File: config.mk
export PLATFORM = sky130hd
export DESIGN_NAME = padded_number_to_ascii_unit
export DESIGN_NICKNAME = d
export VERILOG_FILES = /design/src/hw/rtl/pna_pkg.sv /design/src/hw/rtl/pna_front.sv /design/src/hw/rtl/pna_queue.sv /design/src/hw/rtl/pna_back.sv /design/src/hw/rtl/padded_number_to_ascii_unit.sv
export SDC_FILE = /design/constraint.sdc
export NUM_CORES = 1
export LEC_CHECK = 0
export ABC_AREA = 0
export BUFFER_PORTS_ARGS = -buffer_cell sky130_fd_sc_hd__buf_4
export CAP_MARGIN = 20
export CORE_AREA = 2 2 192 100
export CTS_BUF_LIST = sky130_fd_sc_hd__clkbuf_16
export DETAILED_ROUTE_END_ITERATION = 10
export DIE_AREA = 0 0 194 102
export GPL_ROUTABILITY_DRIVEN = 0
export GPL_TIMING_DRIVEN = 0
export PLACE_DENSITY = 0.77
export SETUP_SLACK_MARGIN = 0.3
export SLEW_MARGIN = 25
export SYNTH_ARGS = -nofsm -noshare
export SYNTH_HDL_FRONTEND = slang
export SYNTH_SLANG_ARGS = --single-unit
File: constraint.sdc
create_clock -name clk -period 7.29 [get_ports clk]
set_clock_uncertainty 0.15 [all_clocks]
set_input_delay 0.729 -clock clk [delete_from_list [all_inputs] [get_ports clk]]
set_output_delay 0.729 -clock clk [all_outputs]
set_load 0.05 [all_outputs]
File: src/hw/rtl/pna_pkg.sv
`timescale 1ns / 1ps
// ----------------------------------------------------------------------------
// pna_pkg
// types and constants shared by the padded number to ascii unit
// ----------------------------------------------------------------------------
package pna_pkg;

  // request as it arrives on the input channel
  typedef struct packed {
    logic        mode;
    logic [15:0] value;
    logic [2:0]  pad_width;
    logic [7:0]  pad_char;
  } req_t;

  // one character on the output channel
  typedef struct packed {
    logic [7:0] char_out;
    logic       last;
  } res_t;

  // classified request held in the queue
  typedef struct packed {
    logic        hex;
    logic [15:0] value;
    logic [2:0]  width;
    logic [7:0]  pad_char;
  } job_t;

  localparam logic       MODE_DEC = 1'b0;
  localparam logic       MODE_HEX = 1'b1;

  localparam logic [2:0] DEC_CAP = 3'd5;
  localparam logic [2:0] HEX_CAP = 3'd4;
  localparam int         BUF_DEPTH = 5;

  localparam logic [7:0] ASCII_ZERO = 8'h30;
  localparam logic [7:0] ASCII_A    = 8'h41;

  // reciprocal of ten, exact for 16-bit operands with a shift of 19
  localparam logic [15:0] RECIP_TEN = 16'd52429;
  localparam int          RECIP_SHIFT = 19;

  function automatic logic [7:0] digit_ascii(input logic [3:0] d);
    logic [7:0] c;
    if (d < 4'd10) begin
      c = ASCII_ZERO + {4'b0, d};
    end else begin
      c = ASCII_A + {4'b0, d - 4'd10};
    end
    return c;
  endfunction

endpackage

File: src/hw/rtl/pna_front.sv
`timescale 1ns / 1ps
// ----------------------------------------------------------------------------
// pna_front
// accepts requests and classifies them: picks the cap, clips the pad width
// ----------------------------------------------------------------------------
module pna_front (
  input  logic          req_valid,
  output logic          req_ready,
  input  pna_pkg::req_t req,
  input  logic          q_full,
  output logic          push,
  output pna_pkg::job_t job
);

  logic [2:0] cap;

  assign req_ready = !q_full;
  assign push      = req_valid && !q_full;

  assign cap = (req.mode == pna_pkg::MODE_HEX) ? pna_pkg::HEX_CAP : pna_pkg::DEC_CAP;

  always_comb begin
    job.hex      = (req.mode == pna_pkg::MODE_HEX);
    job.value    = req.value;
    job.width    = (req.pad_width > cap) ? cap : req.pad_width;
    job.pad_char = req.pad_char;
  end

endmodule

File: src/hw/rtl/pna_queue.sv
`timescale 1ns / 1ps
// ----------------------------------------------------------------------------
// pna_queue
// two-entry queue of classified requests between front and back
// ----------------------------------------------------------------------------
module pna_queue (
  input  logic          clk,
  input  logic          rst,
  input  logic          push,
  input  pna_pkg::job_t wr_job,
  input  logic          pop,
  output pna_pkg::job_t rd_job,
  output logic          full,
  output logic          empty
);

  pna_pkg::job_t slot [2];
  logic          wr_ptr;
  logic          rd_ptr;
  logic [1:0]    count;

  assign full   = (count == 2'd2);
  assign empty  = (count == 2'd0);
  assign rd_job = slot[rd_ptr];

  always_ff @(posedge clk) begin
    if (push) begin
      slot[wr_ptr] <= wr_job;
    end
  end

  always_ff @(posedge clk) begin
    if (rst) begin
      wr_ptr <= 1'b0;
      rd_ptr <= 1'b0;
      count  <= 2'd0;
    end else begin
      if (push) begin
        wr_ptr <= !wr_ptr;
      end
      if (pop) begin
        rd_ptr <= !rd_ptr;
      end
      unique case ({push, pop})
        2'b10:   count <= count + 2'd1;
        2'b01:   count <= count - 2'd1;
        default: count <= count;
      endcase
    end
  end

endmodule

File: src/hw/rtl/pna_back.sv
`timescale 1ns / 1ps
// ----------------------------------------------------------------------------
// pna_back
// converts one request into digits, then sends the padded characters
// ----------------------------------------------------------------------------
module pna_back #(
  parameter int VAL_W = 16
) (
  input  logic          clk,
  input  logic          rst,
  input  logic          q_empty,
  input  pna_pkg::job_t job,
  output logic          pop,
  output logic          res_valid,
  input  logic          res_ready,
  output pna_pkg::res_t res
);

  localparam logic [1:0] ST_IDLE = 2'd0;
  localparam logic [1:0] ST_CONV = 2'd1;
  localparam logic [1:0] ST_EMIT = 2'd2;

  logic [1:0]       state;
  logic [VAL_W-1:0] v;
  logic             hex;
  logic [2:0]       width;
  logic [7:0]       pad;
  logic [2:0]       idx;
  logic [2:0]       ndig;
  logic [2:0]       pos;
  logic [3:0]       dig [pna_pkg::BUF_DEPTH];

  logic [2:0]        cap;
  logic [VAL_W+15:0] prod;
  logic [VAL_W-1:0]  quot;
  logic [VAL_W-1:0]  quot10;
  logic [3:0]        digit;
  logic [VAL_W-1:0]  v_next;
  logic [2:0]        cnt;
  logic [2:0]        len;
  logic [2:0]        start_pos;
  logic              slot_free;

  assign cap = hex ? pna_pkg::HEX_CAP : pna_pkg::DEC_CAP;

  // divide by ten through the reciprocal
  assign prod   = {16'b0, v} * {{VAL_W{1'b0}}, pna_pkg::RECIP_TEN};
  assign quot   = VAL_W'(prod >> pna_pkg::RECIP_SHIFT);
  assign quot10 = (quot << 3) + (quot << 1);

  assign digit  = hex ? v[3:0] : 4'(v - quot10);
  assign v_next = hex ? (v >> 4) : quot;

  assign cnt       = idx + 3'd1;
  assign len       = (width > cnt) ? width : cnt;
  assign start_pos = cap - len;

  assign pop       = (state == ST_IDLE) && !q_empty;
  assign slot_free = !res_valid || res_ready;

  always_ff @(posedge clk) begin
    unique case (state)
      ST_IDLE: begin
        if (!q_empty) begin
          v     <= job.value[VAL_W-1:0];
          hex   <= job.hex;
          width <= job.width;
          pad   <= job.pad_char;
        end
      end
      ST_CONV: begin
        dig[cap - 3'd1 - idx] <= digit;
        v                     <= v_next;
        ndig                  <= cnt;
        pos                   <= start_pos;
      end
      ST_EMIT: begin
        if (slot_free) begin
          res.char_out <= (pos >= cap - ndig) ? pna_pkg::digit_ascii(dig[pos]) : pad;
          res.last     <= (pos == cap - 3'd1);
          pos          <= pos + 3'd1;
        end
      end
      default: begin
      end
    endcase
  end

  always_ff @(posedge clk) begin
    if (rst) begin
      state     <= ST_IDLE;
      idx       <= 3'd0;
      res_valid <= 1'b0;
    end else begin
      // a new character loads, or the waiting one holds until taken
      res_valid <= ((state == ST_EMIT) && slot_free) || (res_valid && !res_ready);
      unique case (state)
        ST_IDLE: begin
          idx <= 3'd0;
          if (!q_empty) begin
            state <= ST_CONV;
          end
        end
        ST_CONV: begin
          idx <= cnt;
          if (v_next == '0 || idx == cap - 3'd1) begin
            state <= ST_EMIT;
          end
        end
        ST_EMIT: begin
          if (slot_free) begin
            if (pos == cap - 3'd1) begin
              state <= ST_IDLE;
            end
          end
        end
        default: state <= ST_IDLE;
      endcase
    end
  end

endmodule

File: src/hw/rtl/padded_number_to_ascii_unit.sv
`timescale 1ns / 1ps
// ----------------------------------------------------------------------------
// padded_number_to_ascii_unit
// formats an unsigned number as padded decimal or upper-case hex ascii
// ----------------------------------------------------------------------------
// usage
//   request channel (req_valid / req_ready / req): one transfer per number,
//   carrying mode, value, pad_width and pad_char
//   result channel (res_valid / res_ready / res): one transfer per character,
//   most significant first, pad characters before digits, last on the final one
//   a number gives one to five characters (cap of five decimal, four hex)
// timing
//   the sequencer loads a request from the queue, then the digit loop runs
//   once per significant digit (one divide by ten or nibble shift per
//   cycle), then each character goes into the single output register,
//   which holds it while res_ready is low
//   a two-entry queue lets up to two requests wait while one is converted
// reset
//   rst clears the queue, the sequencer and the output valid
// stall
//   while res_ready is low the character holds in the output register, the
//   back end waits, and requests keep filling the queue until it is full
// ----------------------------------------------------------------------------
module padded_number_to_ascii_unit #(
  parameter int VALUE_BITS = 16
) (
  input  logic          clk,
  input  logic          rst,
  input  logic          req_valid,
  output logic          req_ready,
  input  pna_pkg::req_t req,
  output logic          res_valid,
  input  logic          res_ready,
  output pna_pkg::res_t res
);

  // only the low bits of value take part, never more than the 16 carried
  localparam int VAL_W = (VALUE_BITS < 16) ? VALUE_BITS : 16;

  logic          push;
  logic          pop;
  logic          q_full;
  logic          q_empty;
  pna_pkg::job_t wr_job;
  pna_pkg::job_t rd_job;

  // front: classify and push into the queue
  pna_front u_front (
    .req_valid (req_valid),
    .req_ready (req_ready),
    .req       (req),
    .q_full    (q_full),
    .push      (push),
    .job       (wr_job)
  );

  // queue that decouples acceptance from conversion
  pna_queue u_queue (
    .clk    (clk),
    .rst    (rst),
    .push   (push),
    .wr_job (wr_job),
    .pop    (pop),
    .rd_job (rd_job),
    .full   (q_full),
    .empty  (q_empty)
  );

  // back: digit loop and character sender
  pna_back #(
    .VAL_W (VAL_W)
  ) u_back (
    .clk       (clk),
    .rst       (rst),
    .q_empty   (q_empty),
    .job       (rd_job),
    .pop       (pop),
    .res_valid (res_valid),
    .res_ready (res_ready),
    .res       (res)
  );

endmodule
# Yosys cells after proc, flatten, opt, wreduce, memory -nomap -nowiden
# Memories as Yosys holds them, arrays and structs flattened. A register that Yosys moved wholly into a read port is not among the register bits.
# Index checks and enable logic that the tools add are counted.
[word_totals]
memories = 2
input_bits = 32
mem_bits_rw = 76
output_inout_bits = 11
ff_bits = 53
wordCells = 96
[classes]
multipliers = 1
n_bitwise = 1
addsub = 13
order_cmp = 4
n_eq_ne = 11
muxes = 26
reduce_logical = 24
[mem_list]
columns = ["memory", "depth", "word_bits", "rd", "rd_ports_with_merged_regs", "write_ports", "line_no", "source"]
rows = [
  ["u_queue.slot", 2, 28, 1, 1, 1, "pna_queue.sv:17", "pna_pkg::job_t slot [2];"],
  ["u_back.dig", 5, 4, 1, 1, 1, "pna_back.sv:31", "logic [3:0] dig [pna_pkg::BUF_DEPTH];"],
]
[op_table]
columns = ["cell", "count"]
rows = [
  ["$mul 16x16->32 const B", 1],
  ["$pmux 16 s2", 1],
  ["$logic_not 16->1", 1],
  ["$mux 16", 1],
  ["$mux 8", 2],
  ["$mux 13", 1],
  ["$mux 3", 4],
  ["$pmux 3 s2", 2],
  ["$sub 3x3->3", 3],
  ["$add 7x4->8 const A", 1],
  ["$mux 1", 8],
  ["$mux 2", 4],
  ["$reduce_and 2->1", 4],
  ["$add 6x4->7 const A", 1],
  ["$add 3x1->3 const B", 2],
  ["$eq 2x2->1 const B", 3],
  ["$eq 3x3->1", 2],
  ["$gt 3x3->1", 2],
  ["$logic_not 1->1", 6],
  ["$ne 2x1->1 const B", 3],
  ["$pmux 2 s3", 1],
  ["$reduce_bool 2->1", 3],
  ["$add 4x4->4", 1],
  ["$eq 2x1->1 const B", 2],
  ["15 further kinds", 21],
]

# Logic depth before layout (Yosys ltp)
# Gate-level depths: netlist of the first run.
[depth]
ltp_word = 6
mapped_depth = 24
depth_no_buf = 24

# Hierarchy
# Synthesis of the first run repeated with hierarchy kept, for this count alone.
[hier_totals]
hier_cells = 1003
hier_area_um2 = 10974.3
[by_module_without_submodules]
columns = ["mod", "n_inst", "seq_area_each_um2", "cells_per_inst", "area_per_inst_um2"]
rows = [
  ["pna_back", 1, 2072.0, 857, 8488.1],
  ["pna_queue", 1, 1781.7, 109, 2219.6],
  ["pna_front", 1, 0.0, 37, 266.5],
]

# Worst setup path before layout of the first run
# No wires, ideal clock.
[synth_path]
path_kind = "register to register"
startpoint = "register u_back.v[2]"
endpoint = "memory u_back.dig[0][3] (data pin)"
setup_slack_ps = 1248
arrival_ps = 5701
path_stages_with_launch = 23
required_ps = 6949
path_cell_list = "edfxtp_1 ha_1 inv_1 fa_1 inv_1 fa_1 fa_1 fa_1 inv_1 fa_1 inv_1 ha_1 a21o_1 a21o_1 a211oi_1 o31ai_2 xor2_1 ha_1 nand2_1 nand2_1 xnor2_1 nor2_1 xor2_1"
[synth_between]
elab_chain_len = 4
[synth_lines]
columns = ["item", "line_no", "source"]
rows = [
  ["start: declaration", "pna_back.sv:24", "logic [VAL_W-1:0] v;"],
  ["start signal: assignment", "pna_back.sv:65", "v <= job.value[VAL_W-1:0];"],
  ["start signal: assignment", "pna_back.sv:73", "v <= v_next;"],
  ["$mul 16x16->32", "pna_back.sv:47", "assign prod = {16'b0, v} * {{VAL_W{1'b0}}, pna_pkg::RECIP_TEN};"],
  ["$add 4x4->4", "pna_back.sv:49", "assign quot10 = (quot << 3) + (quot << 1);"],
  ["$sub 4x4->4 *", "pna_back.sv:51", "assign digit = hex ? v[3:0] : 4'(v - quot10);"],
  ["$mux 4 *", "pna_back.sv:51", ""],
  ["via u_back.digit[3]", "pna_back.sv:37", "logic [3:0] digit;"],
  ["end: declaration", "pna_back.sv:31", ""],
]
# Mark *: on every way through the listed nets, which the timed path passes. The rest lies on a longest branch.

# Final worst setup path of the first run
[layout_path]
startpoint = "register u_back.v[5]"
endpoint = "memory u_back.dig[0][3] (data pin)"
[layout_between]
elab_chain_len = 4
[layout_lines]
columns = ["item", "line_no"]
rows = [
  ["$mul 16x16->32", "pna_back.sv:47"],
  ["$add 4x4->4", "pna_back.sv:49"],
  ["$sub 4x4->4", "pna_back.sv:51"],
  ["$mux 4", "pna_back.sv:51"],
  ["via u_back.digit[3]", "pna_back.sv:37"],
]
# The timed path passes the listed nets, and every way through them passes these cells.

==> results of run 1 <==
## logic make-up after synthesis
family	share of synthesized area
xor gates and xnor gates	0.02715
AOI/OAI and AO/OA	0.09169
buffers and inverters	0.07347
muxes	0.04326
and+or+nand+nor	0.07323
adders and majority gates	0.3291
DFF	0.3621
## cell type report
type | count | area share
multi-input combinational | 596 | 0.5016
clock buffer | 25 | 0.05171
tap | 240 | 0.02482
clock inverter | 8 | 0.002896
buffer | 21 | 0.006619
inverter | 187 | 0.05802
sequential | 133 | 0.3185
timing repair buffer | 55 | 0.03578
## critical path: stages, from the launching register on
cell	delay [ns]
edfxtp_1	0.58
ha_1	0.48
xor2_1	0.19
ha_1	0.34
fa_1	0.56
inv_1	0.06
fa_1	0.54
inv_1	0.06
fa_1	0.53
inv_1	0.06
fa_1	0.53
inv_1	0.04
ha_1	0.39
nand4_1	0.20
nor2_1	0.08
a211oi_2	0.30
o31ai_4	0.20
xor2_1	0.20
ha_1	0.35
nand2_1	0.08
nand2_1	0.06
xnor2_1	0.15
nor2_1	0.17
xor2_2	0.27
## flip-flops by register name (all words and copies together) (netlist names), 2 cells and up, named ones only
name           flops
u_back.pad         8
u_back.width       3
u_back.ndig        3
u_back.idx         3
u_queue.slot      56
u_back.pos         3
u_back.state       2
u_back.v          16
u_back.res         9
u_queue.count      2
u_back.dig        20
## timing repair
item	CTS	global route
gates resized for setup	0	5
endpoints found under the hold margin	0	0
setup endpoints to repair	5	12
hold buffers	0	0
pin swaps	1	0
buffers inserted	2	9
## synthesized netlist by cell type (7+ instances only)
| library cell | count | area [um^2] |
|---|---|---|
| nor2_1 | 34 | 127.6 |
| nand2_1 | 43 | 161.4 |
| nand3_1 | 8 | 40.04 |
| a211oi_1 | 15 | 112.6 |
| xnor2_1 | 13 | 113.9 |
| a21oi_1 | 40 | 200.2 |
| inv_1 | 187 | 701.9 |
| dfxtp_1 | 14 | 280.3 |
| o21ai_0 | 30 | 150.1 |
| mux2_2 | 16 | 180.2 |
| edfxtp_1 | 119 | 3573 |
| mux2i_1 | 19 | 190.2 |
| xor2_1 | 20 | 175.2 |
| clkbuf_1 | 18 | 67.56 |
| nand4_1 | 7 | 43.79 |
| ha_1 | 152 | 1902 |
| fa_1 | 80 | 1602 |
| a21o_1 | 13 | 97.59 |
| nor3_1 | 10 | 50.05 |
| nor2b_1 | 16 | 100.1 |
## worst max-delay path by stage
stage	start	end	slack, ns
4_1_cts	u_back.v[3]$_DFFE_PP_	u_back.dig[0][3]$_DFFE_PP_	0.33
3_5_place_dp	u_back.v[3]$_DFFE_PP_	u_back.dig[1][3]$_DFFE_PP_	0.03
6_report	u_back.v[5]$_DFFE_PP_	u_back.dig[0][3]$_DFFE_PP_	0.53
2_1_floorplan	u_back.v[2]$_DFFE_PP_	u_back.dig[0][3]$_DFFE_PP_	1.25
3_3_place_gp	u_back.v[3]$_DFFE_PP_	u_back.dig[1][3]$_DFFE_PP_	0.09
5_1_grt	u_back.v[4]$_DFFE_PP_	u_back.dig[0][3]$_DFFE_PP_	0.29
## metrics by stage
| stage | util | area [um^2] | hold WS (ns) | std cells |
|---|---|---|---|---|
| after CTS | 0.6647 | 11990 | 0.2910 | 1256 |
| after global routing | 0.6705 | 12100 | 0.2849 | 1265 |
| after floorplan | - | 10640 | 0.3313 | 937 |
| final | 0.6705 | 12100 | 0.3009 | 1265 |
| after global placement | 0.6241 | 11260 | 0.3352 | 1219 |
| after detailed placement | 0.6273 | 11320 | 0.3560 | 1221 |
## metal layers
layer	wire length [um]	part of all wire
met2	9490	0.37
met4	133	0.0051
met3	3451	0.13
met5	68	0.0026
met1	12810	0.49
==> run summary, run 1 <==
After global routing the overflow that remains totals 0. The source-to-sink clock delay at the later pin of the worst-skew pair is 0.46 ns. The net count after synthesis is 1201. The number of iterations in the first detailed-routing pass came out at 8. The clock period minus worst slack came out at 6.760 ns. The gate count after technology mapping is 937. The filler cell count came out at 1330.

The routed wire length per instance came out at 20.52 um. The number of buffers created by CTS is 25. For hold timing, the worst endpoint is u_queue.slot[0][2]$_DFFE_PP_.

The maximum fanout encountered on the critical timing path came out at 7. The number of nets at the end of the flow is about 1.3k. The all-layer global routing usage came out at 0.2709. The critical path in this run is classified as flop to flop. The setup slack at placement is 0.03073 ns. The root buffer selected by CTS is clkbuf_16. During I/O placement, the number of pins put on the boundary was 43.

Measured against its own limit, the worst slew margin works out to 0.3998. The startpoint identified for the worst register-to-register timing path is u_back.v[5]$_DFFE_PP_. The die extent in y is 102 um. STA puts the critical path data required time at 7.39 ns.

The endpoint identified for the worst register-to-register timing path is u_back.dig[0][3]$_DFFE_PP_. The number of storage elements in the synthesis netlist is 133. The total negative slack is 0 ns. Summed over all nets, the half-perimeter wirelength after detailed placement is 20.62 mm.

STA classifies the critical path startpoint as a flop. The max capacitance violation total came out at 0. The maximum root-to-sink buffer count came out at 3. The fraction of registers with async set/reset came out at 0. The vias after detailed routing came out at 7398. The diode insertion count for antenna repair came out at 0. The clock tree synthesis step divided the H-tree into 4 levels. For this run, the leading register cell type out of synthesis is edfxtp_1. For this run, design rule violations remaining after detail routing come to 0. Counting cells, the worst reg-to-reg path comes to 23. The share of the clock period used by the worst path after layout is 0.9273. The number of slew-limit violations in the final report is 0. The worst setup path is captured at a flop. The number of warning messages in the yosys log came out at 0. After clock tree synthesis, the clock-pin slew on the worst setup and hold paths is 0.06 ns. The core area is approximately 18000 um^2. The worst hold path depth came out at 1.

The busiest layer in global routing is met1. The number of synthesized flops with an enable pin came out at ~120. The peak clock frequency supported by timing is 0.1479 GHz. The met2 global-route usage came out at 0.3364. The number of hold violations in the final report came out at 0. The transition time at the pin with the least slew margin is about 0.9 ns. The number of global-route vias before repair is 7043. The post-detailed-route via-to-cell ratio is 5.848. The remaining antenna violation count is 0. The sequential area share after synthesis is 0.3621.

The area growth from synthesis to layout is 13.66%. The first global-routing pass estimated 39.99 mm of wire. Measured along the x axis, the die boundary spans slightly below 200 um. In this run the most critical hold path is launched from req[2]. The fraction of final layout cells with drive strength greater than 1 is 0.1307. The area of the mapped netlist came out at approximately 11000 um^2.

The die footprint is 19790 um^2. Setup slack closes at 0.5300 ns. The endpoint arrival time on the critical path is roughly 6.9 ns. For this run, global-route usage on met3 was measured as 0.1228. The number of placement rows is 35. The multi-input gate area in the final layout is between 6000 and 7000 um^2. The library cells used most frequently in the layout, excluding fill and tap cells, are inv_1 (189), ha_1 (151), edfxtp_1 (119).

The clock net sink count is 133. The initial DRC count came out at 723. After synthesis, the netlist uses 66 different library cells. The mean cell area of the mapped netlist is 11.36 um^2. The most common cell after layout, fill and taps aside is inv_1. The met1 capacity usage during global routing came out at 0.4266. The number of buffers added on ports is 42.

The number of setup violations in the final report came out at 0. The register-to-register setup slack came out at 0.53 ns. The TritonCTS clock tree is yes. The initial antenna violation count came out at 1. The path class of the tightest hold or removal check is input pin to flop. After detailed routing, the total wire length is 25.96 mm.

The initial core utilization came out at 0.5899. The sequential standard cell area is 3854 um^2. Entering global routing, the biggest net connects 29 pins. The flow ran to the end, and the final reports show no timing, DRC or antenna violations. Setup repair after global routing left no endpoint under its margin.
Power of run 1 is not shown: default switching activity piles up to over one toggle a cycle in this logic, so the estimate is an artifact.
==> inputs of run 2 (changes only) <==
Settings changed: PLACE_DENSITY 0.77 to 0.81.
==> run 2 against run 1 <==
  * Hold slack got worse by 0.0015 ns
  * Design area up 0.64%
  * Critical path depth is 5 lower
  * Sequential share of layout area is 0.20 points lower
  * First-iteration DRC count grew 10%
==> run summary, run 2 (same netlist as run 1, synthesis figures left out) <==
The run finished with clean final reports. Clock tree synthesis inserted a total of 25 buffers. Entering global routing, the biggest net connects 29 pins. The detailed-route DRC error count came out at 0. The transition time at the pin with the least slew margin came out at 0.9014 ns. The peak clock frequency supported by timing is 0.1458 GHz. The root buffer cell chosen for the clock tree is clkbuf_16. Across all register-to-register paths, the minimum setup slack is 0.43 ns. The number of placement rows came out at 35. The number of flip-flops under the largest register name came out at 56.

The remaining antenna violation count is 0. TritonCTS built the clock tree. The worst hold path belongs to the class input pin to flop.

Clock latency on the worst-skew pair, taken at its later pin, is 0.46 ns. The worst hold path depth is 1. The routed wire length came out at 26.89 mm. The number of nets at the end of the flow is 1289. The terminating pin of the worst hold path is u_queue.slot[0][24]$_DFFE_PP_.

The number of hold violations in the final report came out at 0. The die extent in y is 102 um. The filler cell count came out at 1314. The number of setup violations in the final report is 0. The critical path is of the flop to flop type. The overflow left after global routing came out at 0.

The routed wire length per instance is 21.16 um. The initial utilization of the core area, before any placement, comes to 0.5899. The share of the clock period used by the worst path after layout came out at 0.9410.

In this run the critical register-to-register path is launched from u_back.v[4]$_DFFE_PP_. The critical path goes through ha_2, inv_1, fa_1, inv_1, fa_1, fa_1, fa_1, fa_1, ha_1, nand4_1, nor3_1, nand2_1, o211ai_1, xor2_2, xnor2_1, xnor2_1, nor2_1, xor2_2. In the final layout, the registers with the most flip-flops are u_queue.slot: 56 flops, u_back.dig: 20 flops, u_back.v: 16 flops. For this design, the sink count on the clock tree is 133. The clock input transition at the sequential cells of the worst setup and hold paths came out at roughly 0.050 ns. The capture point of the worst reg-to-reg path is u_back.dig[1][3]$_DFFE_PP_. Leaving out fill and tap cells, the most frequent cell in the layout is inv_1. For this run, the total global-route usage over all layers was measured as 0.2789. After legalization and detailed placement, the total HPWL measured 21.31 mm.

The final route contains around 7.5k vias. The library cells used most frequently in the layout, excluding fill and tap cells, are inv_1 (189), ha_1 (148), edfxtp_1 (119). For this design, the slowest cell found on the critical path is edfxtp_1. The post-detailed-route via-to-cell ratio is approximately 6. The number of iterations in the first detailed-routing pass came out at 5. The initial antenna violation count is 0. The depth of the most critical reg-to-reg path came out at 18.

The number of hold buffers added after CTS is 0. The first global-routing pass estimated approximately 41 mm of wire. From left edge to right edge, the die measures 194 um. The clock period minus worst slack is 6.860 ns. The count of boundary I/O pins came out at 43. The maximum root-to-sink buffer count came out at 3.

Counting flops per register, the top entry is u_queue.slot. The worst setup path is launched from a flop. The total area inside the core boundary comes to 18040 um^2. The diode insertion count for antenna repair came out at 0. The number of buffers added on ports is 42. The startpoint identified for the worst hold timing path is req[24]. The worst slew margin relative to its limit came out at 0.3984.

The max capacitance violation total is 0. The number of global-route vias before repair is 7332. The worst setup path is captured at a flop. Setup repair after global routing left no endpoint under its margin. The maximum single-stage delay on the critical path is roughly 0.56 ns. The number of slew-limit violations in the final report is 0. The critical path data required time is 7.39 ns. The initial DRC count came out at 798. The level count of the clock H-tree is 4.

The fraction of final layout cells with drive strength greater than 1 is 0.1377. The die footprint came out at around 20000 um^2. The area growth from synthesis to layout is 14.39%. For the worst setup path, the data arrival time is 6.96 ns. Summed over all failing endpoints, the final setup total negative slack is 0 ns. The maximum fanout encountered on the critical timing path is 7. The cell type with the highest occurrence count on the critical path is fa_1.
## run 2: worst max path at each step
stage | end | depth (start not counted) | from
2_1_floorplan | u_back.dig[0][3]$_DFFE_PP_ | 22 | u_back.v[2]$_DFFE_PP_
3_3_place_gp | u_back.dig[0][3]$_DFFE_PP_ | 22 | u_back.v[7]$_DFFE_PP_
3_5_place_dp | u_back.dig[1][3]$_DFFE_PP_ | 21 | u_back.v[4]$_DFFE_PP_
4_1_cts | u_back.dig[4][3]$_DFFE_PP_ | 21 | u_back.v[3]$_DFFE_PP_
5_1_grt | u_back.dig[1][3]$_DFFE_PP_ | 21 | u_back.v[4]$_DFFE_PP_
6_report | u_back.dig[1][3]$_DFFE_PP_ | 18 | u_back.v[4]$_DFFE_PP_
## run 2: repair_timing
item,CTS,global route
endpoints found under the setup margin,0,11
gates resized for setup,0,10
setup buffers,0,17
## run 2: critical path: cells and delay by family (launching register included)
kind	cells	cell delay [ns]
DFF	1	0.56
buffers and inverters	2	0.18
and+or+nand+nor	4	0.86
AOI/OAI and AO/OA	1	0.47
adders and majority gates	7	3.43
xor gates and xnor gates	4	0.98
## run 2: through the flow
step	area, um^2	setup slack (ns)	instances	utilization	hold slack (ns)
finish	12180	0.4301	1271	0.6748	0.2994
global route	12180	0.2456	1271	0.6748	0.2858
CTS	11980	0.3343	1254	0.6637	0.2897
detailed placement	11320	0.3542	1221	0.6273	0.3614
global placement	11260	0.5029	1219	0.6241	0.3378
floorplan	10640	1.248	937	-	0.3313
## run 2: metal layers
metal,part of all wire,vias to the layer above,wire length [um],global-route usage
li1,-,3387,-,-
met1,0.46,3615,12440,0.4267
met2,0.39,431,10450,0.3676
met3,0.14,28,3749,0.1198
met4,0.0091,0,245,0.04487
met5,0,-,0,0
## run 2: final cells by class
cell class | instances | area (um^2) | area share
Clock buffer | 25 | 625.6 | 0.05138
Multi-Input combinational cell | 596 | 6103 | 0.5013
Inverter | 187 | 701.9 | 0.05765
Tap cell | 240 | 300.3 | 0.02466
Clock inverter | 8 | 32.53 | 0.002672
Buffer | 21 | 80.08 | 0.006577
Timing Repair Buffer | 61 | 478.0 | 0.03926
Sequential cell | 133 | 3854 | 0.3165
Power of run 2 is left out for the same reason.
==> inputs of run 3 (changes only) <==
Settings changed: CORE_AREA 2 2 192 100 to 2 2 187 97, DIE_AREA 0 0 194 102 to 0 0 189 99, PLACE_DENSITY 0.81 to 0.85.
==> run 3 against run 2 <==
  * Count of clock-buffer cells in the layout did not move
  * Via count up 1.2%
  * Critical path depth is 4 higher
  * Sequential share of layout area up 0.29 points
  * Cell count is 1.1% lower
  * Register-to-register slack better by 0.05 ns
  * First-iteration DRC count increased by 14%
  * Fmax is 0.80% higher
  * Core utilization is 3.3 points higher
  * Highest routed layer unchanged
  * Flip-flop and latch count unchanged
  * Hold slack got worse by 0.0029 ns
  * Routed wire length increased by 1.9%
==> run summary, run 3 (same netlist as run 1, synthesis figures left out) <==
The clock input transition at the sequential cells of the worst setup and hold paths came out at 0.06 ns. Before CTS, the worst setup slack after placement is between 0.4 and 0.5 ns. The number of iterations in the first detailed-routing pass is 6. The number of nets at the end of the flow is 1281.

The level count of the clock H-tree is 4. The first routing iteration left ~910 violations. The number of setup violations in the final report is 0. Detailed placement ended at an HPWL of 20.88 mm.

The worst slew margin relative to its limit came out at 0.3947. The core area is 17060 um^2. Data arrives at the worst endpoint at 6.91 ns.

The routed wire length is ~27 mm. The horizontal die dimension came out at 189 um. The die extent in y came out at a little under 100 um.

Once placement completed, the tool counted placed cells totaling 1215. The worst setup margin came out at 0.4847 ns. Global routing finished with a remaining overflow of 0. The initial antenna violation count was 0.

By startpoint and endpoint, the worst setup path is classified as flop to flop. The post-route cell area came out at 12070 um^2. The diode insertion count for antenna repair came out at 0.

The tool flagged a number of max-cap violations equal to 0. Counting flops per register, the top entry is u_queue.slot. The kind of cell with the highest combined delay along the critical path is adder cells. The number of clock buffers added by TritonCTS is 25. For this run, design rule violations remaining after detail routing come to 0. For the worst setup path, the data required time is 7.39 ns. The startpoint identified for the worst hold timing path is req[1]. Summing all placed instances gives a cell area of approximately 11000 um^2. The tree built by TritonCTS fans out to 133 sinks.

The number of slew-limit violations in the final report is 0. The die footprint came out at roughly 19000 um^2. The post-detailed-route via-to-cell ratio came out at approximately 6.

The vias after detailed routing is 7551. The number of hold violations in the final report is 0. The maximum single-stage delay on the critical path is 0.54 ns. The buffer and inverter count on the worst path came out at 4.

The number of global-route vias before repair is 7522. The share of the clock period used by the worst path after layout came out at 0.9335. The capturing instance or port of the critical path is u_back.dig[4][3]$_DFFE_PP_.

For this configuration, the core starts out at a cell density of 0.6240. The register-to-register setup slack came out at 0.48 ns. Counting cells, the worst reg-to-reg path comes to 22. The source-to-sink clock delay at the later pin of the worst-skew pair is 0.47 ns. The most common cell after layout, fill and taps aside is inv_1. The total negative slack came out at 0 ns. The count of boundary I/O pins is 43. The filler cell count is about 1.1k.

The initialized floorplan defines 34 standard-cell rows. The post-route non-filler standard cell count came out at 1257. TritonCTS built the clock tree. The critical path goes through ha_1, inv_1, fa_1, inv_1, fa_1, fa_1, fa_1, inv_1, fa_1, inv_1, ha_1, a21o_1, a21o_1, a211oi_2, o31ai_4, xor2_1, ha_1, nand2_1, nand2_1, xnor2_1, nor2_1, xor2_2. The largest individual stage delay along the critical path comes from the cell edfxtp_1. The most critical setup path has its startpoint at u_back.v[2]$_DFFE_PP_. In this run the worst path has a maximum fanout of 7. The number of flip-flops under the largest register name came out at 56. Leaving out fill and tap cells, the most frequent cells in the layout are inv_1 (189), ha_1 (151), edfxtp_1 (119). The routed wire length per instance is around 22 um.

The root buffer cell chosen for the clock tree is clkbuf_16. The run finished with clean final reports. The transition time at the pin with the least slew margin came out at 0.9070 ns. The fraction of final layout cells with drive strength greater than 1 is 0.1271.

Setup repair after global routing left no endpoint under its margin. The largest registers in the layout are u_queue.slot: 56 flops, u_back.dig: 20 flops, u_back.v: 16 flops. The first global-routing pass estimated between 40 and 50 mm of wire. The cell that appears most often on the critical path is fa_1. The area growth from synthesis to layout came out at 13.37%. STA classifies the critical path startpoint as a flop. The maximum number of pins on one net before global-route repair is 29. The all-layer global routing usage is 0.3131. The critical path runs through a total of 22 cells. The clock period minus worst slack came out at 6.805 ns. The peak clock frequency supported by timing came out at roughly 0.15 GHz. STA classifies the critical path endpoint as a flop. Counting along the longest clock path gives a buffer depth of 3. The number of buffers added on ports is 42.

The count of nets left with antenna violations once routing finished came out at 0. The endpoint identified for the worst register-to-register timing path is u_back.dig[4][3]$_DFFE_PP_. The worst hold path belongs to the class input pin to flop. In this run the critical register-to-register path is launched from u_back.v[2]$_DFFE_PP_.
## run 3: layout make-up
class,instances,area (um^2),area share
Tap cell,234,292.8,0.02426
Clock buffer,25,625.6,0.05185
Clock inverter,8,33.78,0.002800
Inverter,187,701.9,0.05817
Buffer,21,80.08,0.006636
Sequential cell,133,3854,0.3194
Timing Repair Buffer,53,417.9,0.03463
Multi-Input combinational cell,596,6061,0.5023
## run 3: how the worst min path moves through the flow
stage                                        end  slack, ns  depth (start not counted)
global placement                            flop       0.34                          2
finish              u_queue.slot[0][1]$_DFFE_PP_       0.30                          1
global route        u_queue.slot[0][1]$_DFFE_PP_       0.29                          1
detailed placement       u_back.res[7]$_DFFE_PP_       0.36                          2
CTS                 u_queue.slot[0][1]$_DFFE_PP_       0.29                          1
floorplan                                   flop       0.33                          2
## run 3: layer usage
metal,wire [um],part of all wire,vias to the layer above,global-route usage
li1,-,-,3375,-
met1,12160,0.44,3672,0.4700
met2,10720,0.39,465,0.4153
met3,4201,0.15,39,0.1471
met4,310,0.011,0,0.05168
met5,0,0,-,0
## run 3: through the flow
stage                 util  hold slack, ns
finish              0.7073          0.2965
global route        0.7073          0.2877
CTS                 0.7016          0.2900
detailed placement  0.6630          0.3560
global placement    0.6596          0.3353
floorplan                -          0.3313
## run 3: repair_timing
action,CTS,global route
gates resized for setup,0,4
setup endpoints to repair,0,11
buffers inserted,0,9
hold buffers,0,0
Power of run 3 is left out for the same reason.
